--- src/hdl/fqavsp_pkg.sv ---
// ----------------------------------------------------------------------------
// fqavsp_pkg
// Shared types and codes for the frame queue and A/V sync pacer.
// ----------------------------------------------------------------------------
package fqavsp_pkg;

  // result status codes
  localparam logic [1:0] ST_POSTED   = 2'd0;
  localparam logic [1:0] ST_REJECTED = 2'd1;
  localparam logic [1:0] ST_SERVED   = 2'd2;
  localparam logic [1:0] ST_EMPTY    = 2'd3;

  // input mode codes
  localparam logic MODE_POST = 1'b0;
  localparam logic MODE_TICK = 1'b1;

  // configuration register indexes
  localparam int unsigned CFG_ADDR_W = 3;
  localparam int unsigned CFG_DATA_W = 10;
  localparam logic [CFG_ADDR_W-1:0] REG_FRAME_PERIOD = 3'd0;
  localparam logic [CFG_ADDR_W-1:0] REG_BUFFER_COUNT = 3'd1;
  localparam logic [CFG_ADDR_W-1:0] REG_RATE_TOL     = 3'd2;
  localparam logic [CFG_ADDR_W-1:0] REG_SYNC_TOL     = 3'd3;
  localparam logic [CFG_ADDR_W-1:0] REG_COMPL_TICKS  = 3'd4;

  // register reset values
  localparam logic [9:0] FRAME_PERIOD_RST = 10'd40;
  localparam logic [3:0] BUFFER_COUNT_RST = 4'd3;
  localparam logic [7:0] RATE_TOL_RST     = 8'd2;
  localparam logic [7:0] SYNC_TOL_RST     = 8'd5;
  localparam logic [7:0] COMPL_TICKS_RST  = 8'd50;

  // timestamp that marks "no frame" or "unknown"
  localparam logic signed [63:0] NO_PTS = -64'sd1;

  typedef struct packed {
    logic               mode;
    logic signed [63:0] pts;
    logic signed [63:0] audio_pts;
    logic [15:0]        elapsed_ms;
    logic               paused;
  } in_item_t;

  typedef struct packed {
    logic [1:0]         status;
    logic [2:0]         slot;
    logic signed [63:0] shown_pts;
    logic               frame_shown;
    logic signed [63:0] progress_pts;
    logic               progress_valid;
    logic               completed_event;
    logic signed [15:0] sleep_ms;
  } out_item_t;

endpackage

--- src/hdl/fqavsp_ring.sv ---
// ----------------------------------------------------------------------------
// fqavsp_ring
// Timestamp ring store: one write port, one read port, registered read data.
// ----------------------------------------------------------------------------
module fqavsp_ring #(
  parameter int unsigned DEPTH  = 8,
  parameter int unsigned ADDR_W = 3
) (
  input  logic              clk_i,
  input  logic              we_i,
  input  logic [ADDR_W-1:0] waddr_i,
  input  logic [63:0]       wdata_i,
  input  logic              re_i,
  input  logic [ADDR_W-1:0] raddr_i,
  output logic [63:0]       rdata_o
);

  logic [63:0] mem [DEPTH];
  logic [63:0] rdata_q;

  always_ff @(posedge clk_i) begin
    if (we_i) begin
      mem[waddr_i] <= wdata_i;
    end
  end

  always_ff @(posedge clk_i) begin
    if (re_i) begin
      rdata_q <= mem[raddr_i];
    end
  end

  assign rdata_o = rdata_q;

endmodule

--- src/hdl/frame_queue_av_sync_pacer_unit.sv ---
// ----------------------------------------------------------------------------
// frame_queue_av_sync_pacer_unit
// Frame timestamp ring with render tick pacing and audio/video sync.
// ----------------------------------------------------------------------------
//  channel | direction | handshake                | payload
//  --------+-----------+--------------------------+------------------------
//  in      | input     | in_valid_i / in_ready_o  | fqavsp_pkg::in_item_t
//  out     | output    | out_valid_o / out_ready_i| fqavsp_pkg::out_item_t
//  cfg     | input     | cfg_we_i (no wait)       | cfg_addr_i, cfg_wdata_i
//
//  One item per cycle sustained while out_ready_i holds; each result is
//  registered with its ring read data, then passes the sync/pace stage
//  into the output register. Ring indices and fill count update at input
//  transfer; sync state updates as an active served tick leaves the second
//  stage. Reset is asynchronous and needs no clearing pass. A stalled output
//  holds both stages; a free second stage still takes one more item.
// ----------------------------------------------------------------------------
module frame_queue_av_sync_pacer_unit #(
  parameter int unsigned MAX_BUFFERS = 8
) (
  input  logic                                    clk_i,
  input  logic                                    rst_ni,
  input  logic                                    in_valid_i,
  output logic                                    in_ready_o,
  input  fqavsp_pkg::in_item_t                    in_data_i,
  output logic                                    out_valid_o,
  input  logic                                    out_ready_i,
  output fqavsp_pkg::out_item_t                   out_data_o,
  input  logic                                    cfg_we_i,
  input  logic [fqavsp_pkg::CFG_ADDR_W-1:0]       cfg_addr_i,
  input  logic [fqavsp_pkg::CFG_DATA_W-1:0]       cfg_wdata_i
);

  localparam int unsigned IDX_W = (MAX_BUFFERS > 1) ? $clog2(MAX_BUFFERS) : 1;
  localparam int unsigned CNT_W = $clog2(MAX_BUFFERS + 1);
  localparam int unsigned CW    = (CNT_W > 4) ? CNT_W : 4;
  localparam logic [CW-1:0] MAX_C = CW'(MAX_BUFFERS);

  // configuration registers
  logic [9:0] frame_period_q;
  logic [3:0] buffer_count_q;
  logic [7:0] rate_tol_q;
  logic [7:0] sync_tol_q;
  logic [7:0] compl_ticks_q;

  always_ff @(posedge clk_i or negedge rst_ni) begin
    if (!rst_ni) begin
      frame_period_q <= fqavsp_pkg::FRAME_PERIOD_RST;
      buffer_count_q <= fqavsp_pkg::BUFFER_COUNT_RST;
      rate_tol_q     <= fqavsp_pkg::RATE_TOL_RST;
      sync_tol_q     <= fqavsp_pkg::SYNC_TOL_RST;
      compl_ticks_q  <= fqavsp_pkg::COMPL_TICKS_RST;
    end else if (cfg_we_i) begin
      case (cfg_addr_i)
        fqavsp_pkg::REG_FRAME_PERIOD: frame_period_q <= cfg_wdata_i;
        fqavsp_pkg::REG_BUFFER_COUNT: buffer_count_q <= cfg_wdata_i[3:0];
        fqavsp_pkg::REG_RATE_TOL:     rate_tol_q     <= cfg_wdata_i[7:0];
        fqavsp_pkg::REG_SYNC_TOL:     sync_tol_q     <= cfg_wdata_i[7:0];
        fqavsp_pkg::REG_COMPL_TICKS:  compl_ticks_q  <= cfg_wdata_i[7:0];
        default: ;
      endcase
    end
  end

  // ---------------------------------------------------------------- stage 0
  logic [IDX_W-1:0] wr_idx_q, wr_idx_d;
  logic [IDX_W-1:0] rd_idx_q, rd_idx_d;
  logic [CNT_W-1:0] fill_q, fill_d;
  logic [CW-1:0]    bc_ext, used_slots, fill_ext;
  logic             ring_full, ring_empty;

  logic             adv, in_xfer, is_tick;
  logic             s1_valid_q;
  logic             mem_we, mem_re;

  function automatic logic [IDX_W-1:0] next_idx(input logic [IDX_W-1:0] idx,
                                                 input logic [CW-1:0] cnt);
    logic [CW:0] inc;
    inc = (CW+1)'(idx) + (CW+1)'(1);
    return (inc >= {1'b0, cnt}) ? '0 : IDX_W'(inc);
  endfunction

  assign bc_ext     = CW'(buffer_count_q);
  assign used_slots = (buffer_count_q == 4'd0) ? CW'(1) :
                      (bc_ext > MAX_C) ? MAX_C : bc_ext;
  assign fill_ext   = CW'(fill_q);
  assign ring_full  = (fill_ext >= used_slots);
  assign ring_empty = (fill_q == '0);

  assign adv        = !out_valid_o || out_ready_i;
  assign in_ready_o = !s1_valid_q || adv;
  assign in_xfer    = in_valid_i && in_ready_o;
  assign is_tick    = (in_data_i.mode == fqavsp_pkg::MODE_TICK);

  assign mem_we = in_xfer && !is_tick && !ring_full;
  assign mem_re = in_xfer && is_tick && !ring_empty;

  always_comb begin
    wr_idx_d = wr_idx_q;
    rd_idx_d = rd_idx_q;
    fill_d   = fill_q;
    if (mem_we) begin
      wr_idx_d = next_idx(wr_idx_q, used_slots);
      fill_d   = fill_q + CNT_W'(1);
    end else if (mem_re) begin
      rd_idx_d = next_idx(rd_idx_q, used_slots);
      fill_d   = fill_q - CNT_W'(1);
    end
  end

  always_ff @(posedge clk_i or negedge rst_ni) begin
    if (!rst_ni) begin
      wr_idx_q <= '0;
      rd_idx_q <= '0;
      fill_q   <= '0;
    end else begin
      wr_idx_q <= wr_idx_d;
      rd_idx_q <= rd_idx_d;
      fill_q   <= fill_d;
    end
  end

  logic [63:0] ring_rdata;

  fqavsp_ring #(
    .DEPTH  (MAX_BUFFERS),
    .ADDR_W (IDX_W)
  ) u_ring (
    .clk_i   (clk_i),
    .we_i    (mem_we),
    .waddr_i (wr_idx_q),
    .wdata_i (in_data_i.pts),
    .re_i    (mem_re),
    .raddr_i (rd_idx_q),
    .rdata_o (ring_rdata)
  );

  // stage 1 carry registers
  logic [1:0]         s1_status_q;
  logic [2:0]         s1_slot_q;
  logic signed [63:0] s1_apts_q;
  logic [15:0]        s1_elapsed_q;
  logic               s1_paused_q;
  logic [IDX_W+2:0]   slot_ext;

  assign slot_ext = {3'b000, (is_tick ? rd_idx_q : wr_idx_q)};

  always_ff @(posedge clk_i or negedge rst_ni) begin
    if (!rst_ni) begin
      s1_valid_q <= 1'b0;
    end else if (in_xfer) begin
      s1_valid_q <= 1'b1;
    end else if (adv) begin
      s1_valid_q <= 1'b0;
    end
  end

  always_ff @(posedge clk_i) begin
    if (in_xfer) begin
      s1_status_q  <= is_tick ? (ring_empty ? fqavsp_pkg::ST_EMPTY : fqavsp_pkg::ST_SERVED)
                              : (ring_full ? fqavsp_pkg::ST_REJECTED : fqavsp_pkg::ST_POSTED);
      s1_slot_q    <= slot_ext[2:0];
      s1_apts_q    <= in_data_i.audio_pts;
      s1_elapsed_q <= in_data_i.elapsed_ms;
      s1_paused_q  <= in_data_i.paused;
    end
  end

  // ---------------------------------------------------------------- stage 1
  logic signed [63:0] last_audio_q, last_audio_d;
  logic signed [63:0] last_video_q, last_video_d;
  logic [7:0]         unchanged_q, unchanged_d;
  logic               completed_q, completed_d;
  logic signed [15:0] sleep_q, sleep_d;

  logic signed [63:0] vpts;
  logic               served, active, s1_update;
  logic               changed;
  logic [7:0]         unch_inc;
  logic signed [17:0] dev, tol_pos, tol_neg;
  logic signed [64:0] av_diff, st_pos, st_neg;
  logic signed [2:0]  delta;
  logic signed [16:0] sleep_sum;
  logic signed [15:0] sleep_sat;
  fqavsp_pkg::out_item_t out_d, out_q;
  logic               out_valid_q;

  assign vpts      = $signed(ring_rdata);
  assign served    = (s1_status_q == fqavsp_pkg::ST_SERVED);
  assign active    = !s1_paused_q && !completed_q;
  assign s1_update = adv && s1_valid_q && served && active;

  assign changed  = (last_audio_q != s1_apts_q) || (last_video_q != vpts);
  assign unch_inc = (unchanged_q == 8'hFF) ? unchanged_q : unchanged_q + 8'd1;

  assign dev     = $signed({2'b00, s1_elapsed_q}) - $signed({8'b0, frame_period_q});
  assign tol_pos = $signed({10'b0, rate_tol_q});
  assign tol_neg = -tol_pos;
  assign av_diff = $signed({s1_apts_q[63], s1_apts_q}) - $signed({vpts[63], vpts});
  assign st_pos  = $signed({57'b0, sync_tol_q});
  assign st_neg  = -st_pos;

  always_comb begin
    delta = 3'sd0;
    if (dev > tol_pos) delta = delta - 3'sd1;
    if (dev < tol_neg) delta = delta + 3'sd1;
    if ((s1_apts_q != fqavsp_pkg::NO_PTS) && (vpts != fqavsp_pkg::NO_PTS)) begin
      if (av_diff > st_pos) delta = delta - 3'sd2;
      else if (av_diff < st_neg) delta = delta + 3'sd2;
    end
  end

  assign sleep_sum = {sleep_q[15], sleep_q} + {{14{delta[2]}}, delta};
  assign sleep_sat = (sleep_sum > 17'sd32767)  ? 16'sh7FFF :
                     (sleep_sum < -17'sd32768) ? 16'sh8000 : sleep_sum[15:0];

  always_comb begin
    last_audio_d = last_audio_q;
    last_video_d = last_video_q;
    unchanged_d  = unchanged_q;
    completed_d  = completed_q;
    sleep_d      = sleep_q;

    out_d        = '0;
    out_d.status = s1_status_q;
    out_d.slot   = s1_slot_q;

    if (served) begin
      out_d.shown_pts   = vpts;
      out_d.frame_shown = (vpts != fqavsp_pkg::NO_PTS);
      if (!active) begin
        out_d.sleep_ms = $signed({6'b0, frame_period_q});
      end else begin
        out_d.progress_pts   = (vpts > s1_apts_q) ? vpts : s1_apts_q;
        out_d.progress_valid = 1'b1;
        if (changed) begin
          last_audio_d = s1_apts_q;
          last_video_d = vpts;
          unchanged_d  = 8'd0;
        end else begin
          unchanged_d = unch_inc;
          // compare after the increment; a zero target never matches
          if (unch_inc == compl_ticks_q) begin
            completed_d           = 1'b1;
            out_d.completed_event = 1'b1;
          end
        end
        sleep_d        = sleep_sat;
        out_d.sleep_ms = sleep_sat;
      end
    end
  end

  always_ff @(posedge clk_i or negedge rst_ni) begin
    if (!rst_ni) begin
      last_audio_q <= '0;
      last_video_q <= '0;
      unchanged_q  <= '0;
      completed_q  <= 1'b0;
      sleep_q      <= $signed({6'b0, fqavsp_pkg::FRAME_PERIOD_RST});
    end else if (s1_update) begin
      last_audio_q <= last_audio_d;
      last_video_q <= last_video_d;
      unchanged_q  <= unchanged_d;
      completed_q  <= completed_d;
      sleep_q      <= sleep_d;
    end
  end

  // output register: advance whenever the downstream side is free
  always_ff @(posedge clk_i or negedge rst_ni) begin
    if (!rst_ni) begin
      out_valid_q <= 1'b0;
    end else if (adv) begin
      out_valid_q <= s1_valid_q;
    end
  end

  always_ff @(posedge clk_i) begin
    if (adv && s1_valid_q) begin
      out_q <= out_d;
    end
  end

  assign out_valid_o = out_valid_q;
  assign out_data_o  = out_q;

endmodule

--- config.mk ---
export PLATFORM = sky130hd
export DESIGN_NAME = frame_queue_av_sync_pacer_unit
export DESIGN_NICKNAME = d
export VERILOG_FILES = /design/src/hdl/fqavsp_pkg.sv /design/src/hdl/fqavsp_ring.sv /design/src/hdl/frame_queue_av_sync_pacer_unit.sv
export SDC_FILE = /design/constraint.sdc
export NUM_CORES = 1
export LEC_CHECK = 0
export ABC_CLOCK_PERIOD_IN_PS = 11300
export BUFFER_PORTS_ARGS = -buffer_cell sky130_fd_sc_hd__buf_2
export CAP_MARGIN = 20
export CORE_MARGIN = 4
export CORE_UTILIZATION = 60
export DETAILED_ROUTE_END_ITERATION = 16
export GPL_ROUTABILITY_DRIVEN = 0
export PLACE_DENSITY_LB_ADDON = 0.3
export SYNTH_ARGS = -nofsm -noshare
export SYNTH_HDL_FRONTEND = slang
export SYNTH_SLANG_ARGS = --single-unit
export TNS_END_PERCENT = 1
--- constraint.sdc ---
create_clock -name clk_i -period 11.3 [get_ports clk_i]
set_input_delay 2.26 -clock clk_i [delete_from_list [all_inputs] [get_ports clk_i]]
set_output_delay 2.26 -clock clk_i [all_outputs]
set_load 0.05 [all_outputs]
# Word-level counts from Yosys, hierarchy flattened
# Memory sizes are Yosys's and may differ from the RTL's. A register that Yosys moved wholly into a read port is not among the register bits.
# Cells that the tools add are included.
dict set report classes {
  addsub 13
  multipliers 0
  div 0
  n_lt_le_gt_ge 11
  n_eq_ne 11
  shifts 0
  mux 28
  bitwise_logic 4
  reduce_logical 36
}
# operator count
set ops {}
lappend ops {{!= test 64 x 1 -> 1 bit, second input constant} 2}
lappend ops {{!= test 64 bit} 2}
lappend ops {{greater-than comparator 65 x 9 -> 1 bit} 1}
lappend ops {{< comparator 65 bit} 1}
lappend ops {{negator 8 -> 65 bit} 1}
lappend ops {{subtractor 64 x 64 -> 65 bit} 1}
lappend ops {{greater-than comparator 64 bit} 1}
lappend ops {{two-way mux 64 bit} 1}
lappend ops {{two-way mux 16 bit} 2}
lappend ops {{two-way mux 3 bit} 8}
lappend ops {{< comparator 17 x 18 -> 1 bit} 1}
lappend ops {{negator 8 -> 18 bit} 1}
lappend ops {{adder 16 x 3 -> 17 bit} 1}
lappend ops {{greater-than comparator 17 x 16 -> 1 bit, second input constant} 1}
lappend ops {{greater-than comparator 17 x 9 -> 1 bit} 1}
lappend ops {{< comparator 17 x 16 -> 1 bit, second input constant} 1}
lappend ops {{subtractor 16 x 10 -> 17 bit} 1}
lappend ops {{two-way mux 4 bit} 4}
lappend ops {{two-way mux 8 bit} 2}
lappend ops {{AND reduction 2 bit} 7}
lappend ops {{>= comparator 4 bit} 3}
lappend ops {{logical AND 1 bit} 10}
lappend ops {{two-way mux 10 bit} 1}
lappend ops {{adder 3 x 1 -> 4 bit, second input constant} 2}
lappend ops {{25 further kinds} 47}
dict set report totals {
  ff_bits 441
  latchBits 0
  ramBits 512
  rom_bits 0
  input_bits 164
  out_inout_bits 154
  word_cells 133
  memories 1
}
# name depth word_bits rd rd_ports_with_merged_regs write_ports line_no
set memory_table {}
lappend memory_table {u_ring.mem 8 64 1 1 1 fqavsp_ring.sv:18} ;# logic [63:0] mem [DEPTH];

# Depth between registers and ports, before layout
# Gate-level depths: netlist (run 1).
dict set report logic_depth {
  ltp_word 14
  mapped_depth 42
  mapped_depth_nobuf 42
}

# Cells and area by module
# Synthesis (run 1) repeated with hierarchy kept, for this count alone.
dict set report hier_totals {
  cells_unflattened 3476
  hier_area_um2 48078.6
}
# mod n_inst cells_each area_each_um2 seq_area_each_um2
set by_module_without_submodules {}
lappend by_module_without_submodules {frame_queue_av_sync_pacer_unit 1 2660 26890.8 12241.7}
lappend by_module_without_submodules {fqavsp_ring 1 816 21187.8 17296.6}

# Worst setup path after synthesis (run 1)
# OpenSTA, ideal clock, no wires.
dict set report synth_path {
  path_type {input to register}
  startpoint {input port out_ready_i}
  endpoint {memory u_ring.mem[4][0] (enable)}
  setup_ns 0.667
  arrival_ns 11.672
  t_required_ns 10.633
  path_slack_ns -1.039
  cell_stages 6
  n_path_buf 1
  path_cell_list {nand3b_1 > nand2_1 > inv_1 > nand2_1 > clkbuf_1 > nor4b_1}
}
dict set report synth_via {
  elab_chain_len 7
}
# item line_no
set synth_lines {}
lappend synth_lines {{start, declared} frame_queue_av_sync_pacer_unit.sv:27} ;# input logic out_ready_i,
lappend synth_lines {{logical OR 1 bit} frame_queue_av_sync_pacer_unit.sv:90} ;# assign adv = !out_valid_o || out_ready_i;
lappend synth_lines {{logical OR 1 bit} frame_queue_av_sync_pacer_unit.sv:91} ;# assign in_ready_o = !s1_valid_q || adv;
lappend synth_lines {{logical AND 1 bit} frame_queue_av_sync_pacer_unit.sv:92} ;# assign in_xfer = in_valid_i && in_ready_o;
lappend synth_lines {{net in_xfer} frame_queue_av_sync_pacer_unit.sv:72} ;# logic adv, in_xfer, is_tick;
lappend synth_lines {{logical AND 1 bit (2 in a row)} frame_queue_av_sync_pacer_unit.sv:95} ;# assign mem_we = in_xfer && !is_tick && !ring_full;
lappend synth_lines {{two-way mux 1 bit} fqavsp_ring.sv:22} ;# if (we_i) begin
lappend synth_lines {{two-way mux 1 bit (not written as such)} fqavsp_ring.sv:23} ;# mem[waddr_i] <= wdata_i;
lappend synth_lines {{end, declared} fqavsp_ring.sv:18}
# The timed path passes the listed nets, and every way through them passes these cells.

# Worst setup path in the final report (run 1)
dict set report layout_path {
  startpoint {register u_ring.rdata_q[0] (netlist: u_ring.rdata_o[0]), read port of u_ring.mem}
  endpoint {register out_q (netlist bit out_data_o[5]) (data pin)}
}
dict set report layout_via {
  elab_chain_len 10
  word_cells_on_any_way 14
  classes_between {add/sub (2); order compare (4); eq/ne (1); mux (6); reduce/logical (1)}
}
# item line_no
set layout_lines {}
lappend layout_lines {{start, declared} fqavsp_ring.sv:19} ;# logic [63:0] rdata_q;
lappend layout_lines {{subtractor 64 x 64 -> 65 bit} frame_queue_av_sync_pacer_unit.sv:199} ;# assign av_diff = $signed({s1_apts_q[63], s1_apts_q}) - $signed({vpts[63], vpts});
lappend layout_lines {{< comparator 65 bit} frame_queue_av_sync_pacer_unit.sv:209} ;# else if (av_diff < st_neg) delta = delta + 3'sd2;
lappend layout_lines {{two-way mux 3 bit} frame_queue_av_sync_pacer_unit.sv:209}
lappend layout_lines {{two-way mux 3 bit} frame_queue_av_sync_pacer_unit.sv:208} ;# if (av_diff > st_pos) delta = delta - 3'sd2;
lappend layout_lines {{two-way mux 3 bit (*)} frame_queue_av_sync_pacer_unit.sv:207} ;# if ((s1_apts_q != fqavsp_pkg::NO_PTS) && (vpts != fqavsp_pkg::NO_PTS)) begin
lappend layout_lines {{adder 16 x 3 -> 17 bit (*)} frame_queue_av_sync_pacer_unit.sv:213} ;# assign sleep_sum = {sleep_q[15], sleep_q} + {{14{delta[2]}}, delta};
lappend layout_lines {{< comparator 17 x 16 -> 1 bit} frame_queue_av_sync_pacer_unit.sv:215} ;# (sleep_sum < -17'sd32768) ? 16'sh8000 : sleep_sum[15:0];
lappend layout_lines {{two-way mux 16 bit} frame_queue_av_sync_pacer_unit.sv:215}
lappend layout_lines {{two-way mux 16 bit (*)} frame_queue_av_sync_pacer_unit.sv:214} ;# assign sleep_sat = (sleep_sum > 17'sd32767) ? 16'sh7FFF :
lappend layout_lines {{two-way mux 10 bit (*)} frame_queue_av_sync_pacer_unit.sv:231} ;# if (!active) begin
lappend layout_lines {{end signal, assigned} frame_queue_av_sync_pacer_unit.sv:281} ;# out_q <= out_d;
lappend layout_lines {{end, declared} frame_queue_av_sync_pacer_unit.sv:185} ;# fqavsp_pkg::out_item_t out_d, out_q;
# Mark *: on every way between the ends. The rest lies on a longest branch, timed or not.
# A chain may end at the register's enable or synchronous reset.

==> flow_results.xml, run 1 <==
<?xml version="1.0" encoding="UTF-8"?>
<metrics>
  <group name="synthesis">
    <metric name="post_synth_and_or_nand_nor_area_fraction" unit="">0.0759</metric>
    <metric name="yosys.cell_types.count" unit="">80</metric>
    <metric name="synth_ff_type" unit="">sky130_fd_sc_hd__edfxtp_1</metric>
    <metric name="multiplexer_fraction_of_the_synthesized_cell_area" unit="">0.126</metric>
    <metric name="synth_seq_cells" unit="">1017</metric>
    <metric name="synth_compound_gate_area_share" unit="">0.0634</metric>
    <metric name="net_count_synth" unit="">3756</metric>
    <metric name="synth_area_per_inst" unit="um^2">14.2</metric>
    <metric name="synth_area" unit="um^2">48000</metric>
    <metric name="synth_top_family_by_area" unit="">multiplexers</metric>
    <metric name="synth_enable_flop_cells" unit="">814</metric>
    <metric name="synthesis.yosys.warnings" unit="">0</metric>
    <metric name="adder_and_majority_gate_portion_of_the_synthesized_area" unit="">0.0567</metric>
    <metric name="yosys.area_share.xor_xnor" unit="">0.0403</metric>
    <metric name="synth_async_sr_flop_share" unit="">0.200</metric>
    <metric name="sequential_area_share_after_synthesis" unit="">0.616</metric>
    <metric name="syn_inst" unit="">3377</metric>
  </group>
  <group name="worst_setup_path">
    <metric name="regToRegStartpoint" unit="">u_ring.rdata_o[0]</metric>
    <metric name="worstPathRequired" unit="ns">11.72</metric>
    <metric name="worst_path_largest_cell_delay" unit="ns">0.56</metric>
    <metric name="critical_path_buf_inv_count" unit="">1</metric>
    <metric name="cp-end-kind" unit="">flip-flop</metric>
    <metric name="cell_with_the_biggest_individual_delay_on_the_critical_path" unit="">sky130_fd_sc_hd__edfxtp_1</metric>
    <metric name="path_max_fanout" unit="">9</metric>
    <metric name="cp_arrival" unit="ns">9.06</metric>
    <metric name="cpLargestDelayFamily" unit="">compound AO/OA/AOI/OAI gates</metric>
    <metric name="crit_top_cell" unit="">sky130_fd_sc_hd__a21oi_1</metric>
    <metric name="critical_path.startpoint_type" unit="">flip-flop</metric>
    <metric name="critPathLaunch" unit="">u_ring.rdata_o[0]</metric>
    <metric name="setup.worst_path.class" unit="">flip-flop to flip-flop</metric>
  </group>
  <group name="cells_and_area">
    <metric name="fin_cells" unit="">4859</metric>
    <metric name="sequential_cell_area" unit="um^2">29500</metric>
    <metric name="multi_input_comb_area" unit="um^2">17500</metric>
    <metric name="num-nets-final" unit="">4092</metric>
    <metric name="synthToLayoutAreaGrowth" unit="%">13.3</metric>
    <metric name="share_of_post_route_cells_with_drive_strength_above_1" unit="">0.243</metric>
    <metric name="fillerInstances" unit="">5398</metric>
    <metric name="share_of_the_core_filled_with_cells" unit="">0.687</metric>
  </group>
  <group name="die">
    <metric name="pin_count" unit="">318</metric>
    <metric name="die_area" unit="um^2">84600</metric>
    <metric name="chipHeight" unit="um">291</metric>
    <metric name="fp.coreArea" unit="um^2">79100</metric>
    <metric name="die_x" unit="um">291</metric>
    <metric name="start_util" unit="">0.606</metric>
    <metric name="placementRows" unit="">103</metric>
  </group>
  <group name="drt">
    <metric name="wire_length_after_detailed_routing" unit="um">132000</metric>
    <metric name="firstDrtPassIters" unit="">6</metric>
    <metric name="ant_nets" unit="">0</metric>
    <metric name="wl_per_cell" unit="um">27.2</metric>
    <metric name="first_iter_violations" unit="">3397</metric>
    <metric name="ratio_of_routed_vias_to_standard_cells" unit="">6.35</metric>
    <metric name="vias" unit="">30857</metric>
    <metric name="drcViolationCount" unit="">0</metric>
  </group>
  <group name="clock_network">
    <metric name="cts_setup_buffers" unit="">0</metric>
    <metric name="clockBufferDepth" unit="">3</metric>
    <metric name="clock_input_transition_at_the_sequential_cells_of_the_worst_setup_and_hold_paths" unit="ns">0.06</metric>
    <metric name="worstSkewPairLatency" unit="ns">0.69</metric>
    <metric name="tritoncts" unit="">done</metric>
    <metric name="ctsHoldBuffers" unit="">0</metric>
    <metric name="root_buffer" unit="">sky130_fd_sc_hd__clkbuf_16</metric>
    <metric name="cts_made_buffers" unit="">101</metric>
    <metric name="clock-sinks" unit="">1017</metric>
    <metric name="cts.repair.resized" unit="">0</metric>
    <metric name="number_of_h_tree_levels" unit="">3</metric>
  </group>
  <group name="timing">
    <metric name="worstMarginPinSlew" unit="ns">1.08</metric>
    <metric name="final_ws_setup" unit="ns">2.66</metric>
    <metric name="post-route-min-period" unit="ns">8.64</metric>
    <metric name="setup_viol" unit="">0</metric>
    <metric name="fin_skew" unit="ns">0.0488</metric>
    <metric name="number_of_slew_limit_violations_in_the_final_report" unit="">0</metric>
    <metric name="max_slew_margin" unit="">0.278</metric>
    <metric name="max_freq" unit="MHz">116</metric>
    <metric name="layout_worst_path_cycle_share" unit="">0.764</metric>
    <metric name="rsz0062_at_grt" unit="">false</metric>
    <metric name="hold_viol" unit="">0</metric>
  </group>
  <group name="min_path">
    <metric name="hp-class" unit="">flip-flop to flip-flop</metric>
    <metric name="timing.hold.worst.start" unit="">s1_slot_q[1]</metric>
  </group>
  <group name="place">
    <metric name="io_buffers" unit="">317</metric>
    <metric name="post-place-cells" unit="">4659</metric>
    <metric name="detailed_place_hpwl" unit="um">90700</metric>
    <metric name="pre_cts_ws" unit="ns">2.72</metric>
  </group>
  <group name="global_route">
    <metric name="grt_util_all_layers" unit="">0.309</metric>
    <metric name="grt-ovfl-total" unit="">0</metric>
    <metric name="grt_pass1_vias" unit="">30621</metric>
    <metric name="pin_count_of_the_biggest_net_entering_global_routing" unit="">115</metric>
    <metric name="grt_pass1_wl" unit="um">196000</metric>
    <metric name="antenna_violations_before_repair" unit="">17</metric>
  </group>
  <group name="power_and_ir_drop">
    <metric name="totalPowerFinal" unit="uW">12600</metric>
    <metric name="power_density" unit="nW/um^2">232</metric>
    <metric name="power.ir.vdd_worst" unit="V">0.000147</metric>
    <metric name="leakage_power" unit="uW">0.0207</metric>
  </group>
  <group name="outcome">
    <metric name="outcome" unit="">finished, final reports clean</metric>
  </group>
  <group name="job">
    <metric name="max-cap-violations" unit="">0</metric>
  </group>
</metrics>
state kept, by name, summed over array words and instances, names as in the netlist, 4 cells and up:
name and flops:
bc_ext 4, unchanged_q 8, u_ring.rdata_o 64, fill_ext 4, sleep_q 16, s1_apts_q 64
out_data_o 152, compl_ticks_q 8, rate_tol_q 8, u_ring.mem 512, last_video_q 64, sync_tol_q 8
frame_period_q 10, last_audio_q 64, s1_elapsed_q 16
per-stage QoR:
step           hold slack (ns)  instance area, um^2  setup TNS (ns)
2_1_floorplan            0.400                48000          -97.15
3_3_place_gp             0.403                50800               0
3_5_place_dp             0.416                50800               0
4_1_cts                  0.430                54300               0
5_1_grt                  0.441                54300               0
6_report                 0.430                54400               0
cells in the final DEF, fill, tap and decap left out, types with 132 or more instances in the layout:
master / Yosys / layout
sky130_fd_sc_hd__edfxtp_1: 814 / 814
sky130_fd_sc_hd__buf_2: 16 / 316
sky130_fd_sc_hd__nor2_1: 244 / 243
sky130_fd_sc_hd__mux2_2: 216 / 216
sky130_fd_sc_hd__ha_1: 211 / 211
sky130_fd_sc_hd__dfrtp_1: 191 / 188
sky130_fd_sc_hd__nand2_1: 161 / 160
sky130_fd_sc_hd__xor2_1: 152 / 152
sky130_fd_sc_hd__inv_1: 152 / 150
sky130_fd_sc_hd__a21oi_1: 134 / 134
sky130_fd_sc_hd__o21ai_0: 134 / 132
Yosys cell counts (all sizes together) (11+ instances only):
master / instances / area (um^2)
a31oi: 12 / 81.3
ha: 211 / 2640
nor2: 244 / 916
nand4: 90 / 563
nor4: 51 / 319
buf: 33 / 144
nand2b: 35 / 219
clkbuf: 95 / 357
xnor2: 69 / 604
mux4: 128 / 2880
o21a: 29 / 218
o21bai: 13 / 97.6
mux2: 217 / 2440
dfstp: 12 / 315
nor3: 40 / 200
mux2i: 70 / 701
o21ai: 140 / 701
xor2: 152 / 1330
a21o: 43 / 323
o211ai: 11 / 82.6
and3: 12 / 75.1
dfrtp: 191 / 4780
inv: 152 / 571
nand2: 161 / 604
a211oi: 13 / 108
nor2b: 39 / 244
edfxtp: 814 / 24400
a21oi: 137 / 697
nand3: 33 / 165
report_power, final:
part | switching (uW) | total, uW | internal [uW]
Clock | 1490 | 3500 | 2010
Combinational | 2300 | 4000 | 1700
Sequential | 481 | 5110 | 4630
worst paths after layout:
| path | to | slack, ns | cells after the start |
|---|---|---|---|
| hold / removal | out_data_o[148] | 0.43 | 0 |
| min in group asynchronous | last_audio_q[14] | 1.66 | 1 |
| max in group asynchronous | sleep_q[14] | 7.75 | 3 |
| setup reg to reg | out_data_o[5] | 2.66 | 34 |
| setup / recovery | out_data_o[5] | 2.66 | 34 |
| hold reg to reg | out_data_o[148] | 0.43 | 0 |
worst reg2reg max path: cells and delay by family (launching register included):
kind | cells | cell delay, ns
AO/OA/AOI/OAI | 14 | 2.96
AND/OR/NAND/NOR | 12 | 2.62
adder cells (fa/ha/maj) | 4 | 1.29
flip-flops | 1 | 0.56
multiplexers | 2 | 0.49
XOR/XNOR | 1 | 0.41
buffers and inverters | 1 | 0.06
metal layers:
metal / up-vias / GRT usage / part of all wire
met1: 15215 / 0.406 / 0.37
met4: 12 / 0.144 / 0.055
met5: - / 0 / 0.00047
met3: 397 / 0.0700 / 0.10
li1: 13495 / - / -
met2: 1738 / 0.494 / 0.47
final cells by class:
| type | instances | share of cell area |
|---|---|---|
| flip-flops and latches | 1017 | 0.544 |
| multi-input cells | 2080 | 0.321 |
| clock buffers | 119 | 0.0490 |
| repair buffers | 361 | 0.0357 |
| well taps | 1050 | 0.0242 |
| clock inverters | 71 | 0.0154 |
| inverters | 152 | 0.0105 |
| diodes | 9 | 0.000414 |
cells by family after synthesis:
| family | count (synthesis) |
|---|---|
| AOI/OAI and AO/OA | 479 |
| xor gates and xnor gates | 221 |
| adders and majority gates | 215 |
| buffers and inverters | 280 |
| DFF | 1017 |
| muxes | 415 |
| and+or+nand+nor | 750 |
Note: power is estimated with default switching activity, not from simulation.
==> run 2, diff against run 1 <==
Settings changed: ABC_CLOCK_PERIOD_IN_PS 11300 to 7400, CORE_UTILIZATION 60 to 55.
Clock period 11.3 ns to 7.4 ns, I/O delays scaled along.
==> flow_results.xml, run 2 (same netlist as run 1, synthesis figures left out) <==
<?xml version="1.0" encoding="UTF-8"?>
<metrics>
  <group name="worst_setup_path">
    <metric name="rrSetupSlack" unit="ns">0.03</metric>
    <metric name="cp_arrival" unit="ns">7.91</metric>
    <metric name="worstSetupEndpoint" unit="">out_data_o[2]</metric>
    <metric name="worst_path_largest_cell_delay" unit="ns">0.42</metric>
    <metric name="path_max_fanout" unit="">5</metric>
    <metric name="critPathLaunch" unit="">s1_apts_q[0]</metric>
    <metric name="cp-end-kind" unit="">flip-flop</metric>
    <metric name="reg2reg_to" unit="">out_data_o[2]</metric>
    <metric name="setup.worst_path.class" unit="">flip-flop to flip-flop</metric>
    <metric name="cell_with_the_biggest_individual_delay_on_the_critical_path" unit="">sky130_fd_sc_hd__or3_4</metric>
    <metric name="length_in_cells_of_the_worst_reg_to_reg_path" unit="">43</metric>
    <metric name="regToRegStartpoint" unit="">s1_apts_q[0]</metric>
    <metric name="worstPathRequired" unit="ns">7.94</metric>
    <metric name="critical_path.startpoint_type" unit="">flip-flop</metric>
  </group>
  <group name="drt">
    <metric name="vias" unit="">32607</metric>
    <metric name="wl_per_cell" unit="um">25.8</metric>
    <metric name="drcViolationCount" unit="">0</metric>
    <metric name="wire_length_after_detailed_routing" unit="um">140000</metric>
    <metric name="first_iter_violations" unit="">3718</metric>
    <metric name="firstDrtPassIters" unit="">6</metric>
    <metric name="ant_nets" unit="">0</metric>
    <metric name="ratio_of_routed_vias_to_standard_cells" unit="">6.00</metric>
  </group>
  <group name="timing">
    <metric name="hold-worst-slack" unit="ns">0.424</metric>
    <metric name="fin_skew" unit="ns">0.0390</metric>
    <metric name="hold_viol" unit="">0</metric>
    <metric name="rsz0062_at_grt" unit="">true</metric>
    <metric name="setup_viol" unit="">0</metric>
    <metric name="max_freq" unit="MHz">136</metric>
    <metric name="max_slew_margin" unit="">0.268</metric>
    <metric name="post-route-min-period" unit="ns">7.37</metric>
    <metric name="number_of_slew_limit_violations_in_the_final_report" unit="">0</metric>
    <metric name="final_ws_setup" unit="ns">0.0256</metric>
    <metric name="worstMarginPinSlew" unit="ns">1.09</metric>
    <metric name="layout_worst_path_cycle_share" unit="">0.997</metric>
  </group>
  <group name="power_and_ir_drop">
    <metric name="power.ir.vdd_worst" unit="V">0.000347</metric>
    <metric name="power_density" unit="nW/um^2">350</metric>
    <metric name="leakage_power" unit="uW">0.0231</metric>
  </group>
  <group name="clock_network">
    <metric name="number_of_h_tree_levels" unit="">3</metric>
    <metric name="clock_input_transition_at_the_sequential_cells_of_the_worst_setup_and_hold_paths" unit="ns">0.06</metric>
    <metric name="clock-sinks" unit="">1017</metric>
    <metric name="worstSkewPairLatency" unit="ns">0.70</metric>
    <metric name="tritoncts" unit="">done</metric>
    <metric name="clockBufferDepth" unit="">3</metric>
    <metric name="cts_made_buffers" unit="">101</metric>
    <metric name="root_buffer" unit="">sky130_fd_sc_hd__clkbuf_16</metric>
  </group>
  <group name="die">
    <metric name="start_util" unit="">0.554</metric>
    <metric name="fp.coreArea" unit="um^2">86600</metric>
    <metric name="pin_count" unit="">318</metric>
    <metric name="die_area" unit="um^2">92000</metric>
    <metric name="chipHeight" unit="um">303</metric>
    <metric name="placementRows" unit="">108</metric>
    <metric name="die_x" unit="um">303</metric>
  </group>
  <group name="outcome">
    <metric name="outcome" unit="">finished, final reports clean</metric>
  </group>
  <group name="cells_and_area">
    <metric name="sequential_cell_area" unit="um^2">29500</metric>
    <metric name="largest_reg_flops" unit="">512</metric>
    <metric name="num-nets-final" unit="">4559</metric>
    <metric name="finish.instance_area" unit="um^2">58600</metric>
    <metric name="fillerInstances" unit="">5965</metric>
    <metric name="synthToLayoutAreaGrowth" unit="%">22.1</metric>
    <metric name="mostFrequentLayoutCells" unit="">sky130_fd_sc_hd__edfxtp_1 (814), sky130_fd_sc_hd__buf_4 (505), sky130_fd_sc_hd__buf_2 (317), sky130_fd_sc_hd__nor2_1 (233), sky130_fd_sc_hd__mux2_2 (216)</metric>
    <metric name="largest_reg_by_ff_count" unit="">u_ring.mem</metric>
    <metric name="share_of_post_route_cells_with_drive_strength_above_1" unit="">0.346</metric>
    <metric name="layout.cells.most_common" unit="">sky130_fd_sc_hd__edfxtp_1</metric>
    <metric name="multi_input_comb_area" unit="um^2">18100</metric>
  </group>
  <group name="place">
    <metric name="dpl-instance-area" unit="um^2">54400</metric>
    <metric name="io_buffers" unit="">317</metric>
    <metric name="detailed_place_hpwl" unit="um">100000</metric>
    <metric name="pre_cts_ws" unit="ns">-0.764</metric>
  </group>
  <group name="global_route">
    <metric name="grt_pass1_vias" unit="">31914</metric>
    <metric name="pin_count_of_the_biggest_net_entering_global_routing" unit="">160</metric>
    <metric name="grt_pass1_wl" unit="um">203000</metric>
    <metric name="grt_util_all_layers" unit="">0.302</metric>
    <metric name="grt-ovfl-total" unit="">0</metric>
    <metric name="antenna_violations_before_repair" unit="">19</metric>
  </group>
  <group name="job">
    <metric name="max-cap-violations" unit="">0</metric>
  </group>
  <group name="min_path">
    <metric name="hp-class" unit="">flip-flop to flip-flop</metric>
  </group>
</metrics>
==> run 2: metrics by stage <==
step / std cells / total power [uW] / util / TNS (ns)
after floorplan: 3377 / 12100 / - / -180.19
after global placement: 5214 / 14700 / 0.628 / -16.49
after detailed placement: 5214 / 14800 / 0.628 / -18.64
after CTS: 5412 / 20200 / 0.671 / 0
after global routing: 5429 / 21500 / 0.676 / -12.59
final: 5434 / 20500 / 0.677 / 0
==> run 2: area by class of cell <==
class	instances	area share
sequential	1017	0.504
multi-input combinational	2080	0.309
timing repair buffer	828	0.0937
clock buffer	132	0.0469
tap	1155	0.0247
clock inverter	59	0.0114
inverter	152	0.00978
antenna	11	0.000470
==> run 2: critical path: cells and delay by family, from the launching register on <==
kind	cells	cell delay, ns
AOI/OAI and AO/OA	19	2.88
adders and majority gates	5	1.35
buffers and inverters	5	0.58
DFF	1	0.38
muxes	2	0.54
and+or+nand+nor	12	1.52
==> run 2: what timing repair did <==
action | CTS | global route
endpoints found under the setup margin | 32 | 32
buffers inserted | 6 | 10
gates cloned | 1 | 0
resized for setup | 58 | 109
hold buffers | 0 | 0
pin swaps | 25 | 82
==> run 2: worst min path at each step <==
stage                       from              end  slack [ns]  depth (start not counted)
detailed placement  s1_slot_q[0]  out_data_o[147]        0.41                          0
finish              s1_slot_q[0]  out_data_o[147]        0.42                          0
floorplan           s1_slot_q[0]  out_data_o[147]        0.40                          0
CTS                 s1_slot_q[0]  out_data_o[147]        0.43                          0
global route        s1_slot_q[2]  out_data_o[149]        0.44                          0
global placement    s1_slot_q[1]  out_data_o[148]        0.41                          0
==> run 2: where the power goes <==
group          total [uW]  internal, uW  switching, uW
clock                5220          2990           2230
sequential           7740          7060            672
combinational        7570          3480           4090
total               20500         13500           6990
==> run 2: routing by layer <==
metal / wire length [um] / global-route usage / up-vias
met1: 55100 / 0.416 / 16201
met5: 41 / 0 / -
met2: 65100 / 0.472 / 1605
li1: - / - / 14448
met4: 6950 / 0.136 / 8
met3: 13200 / 0.0586 / 345
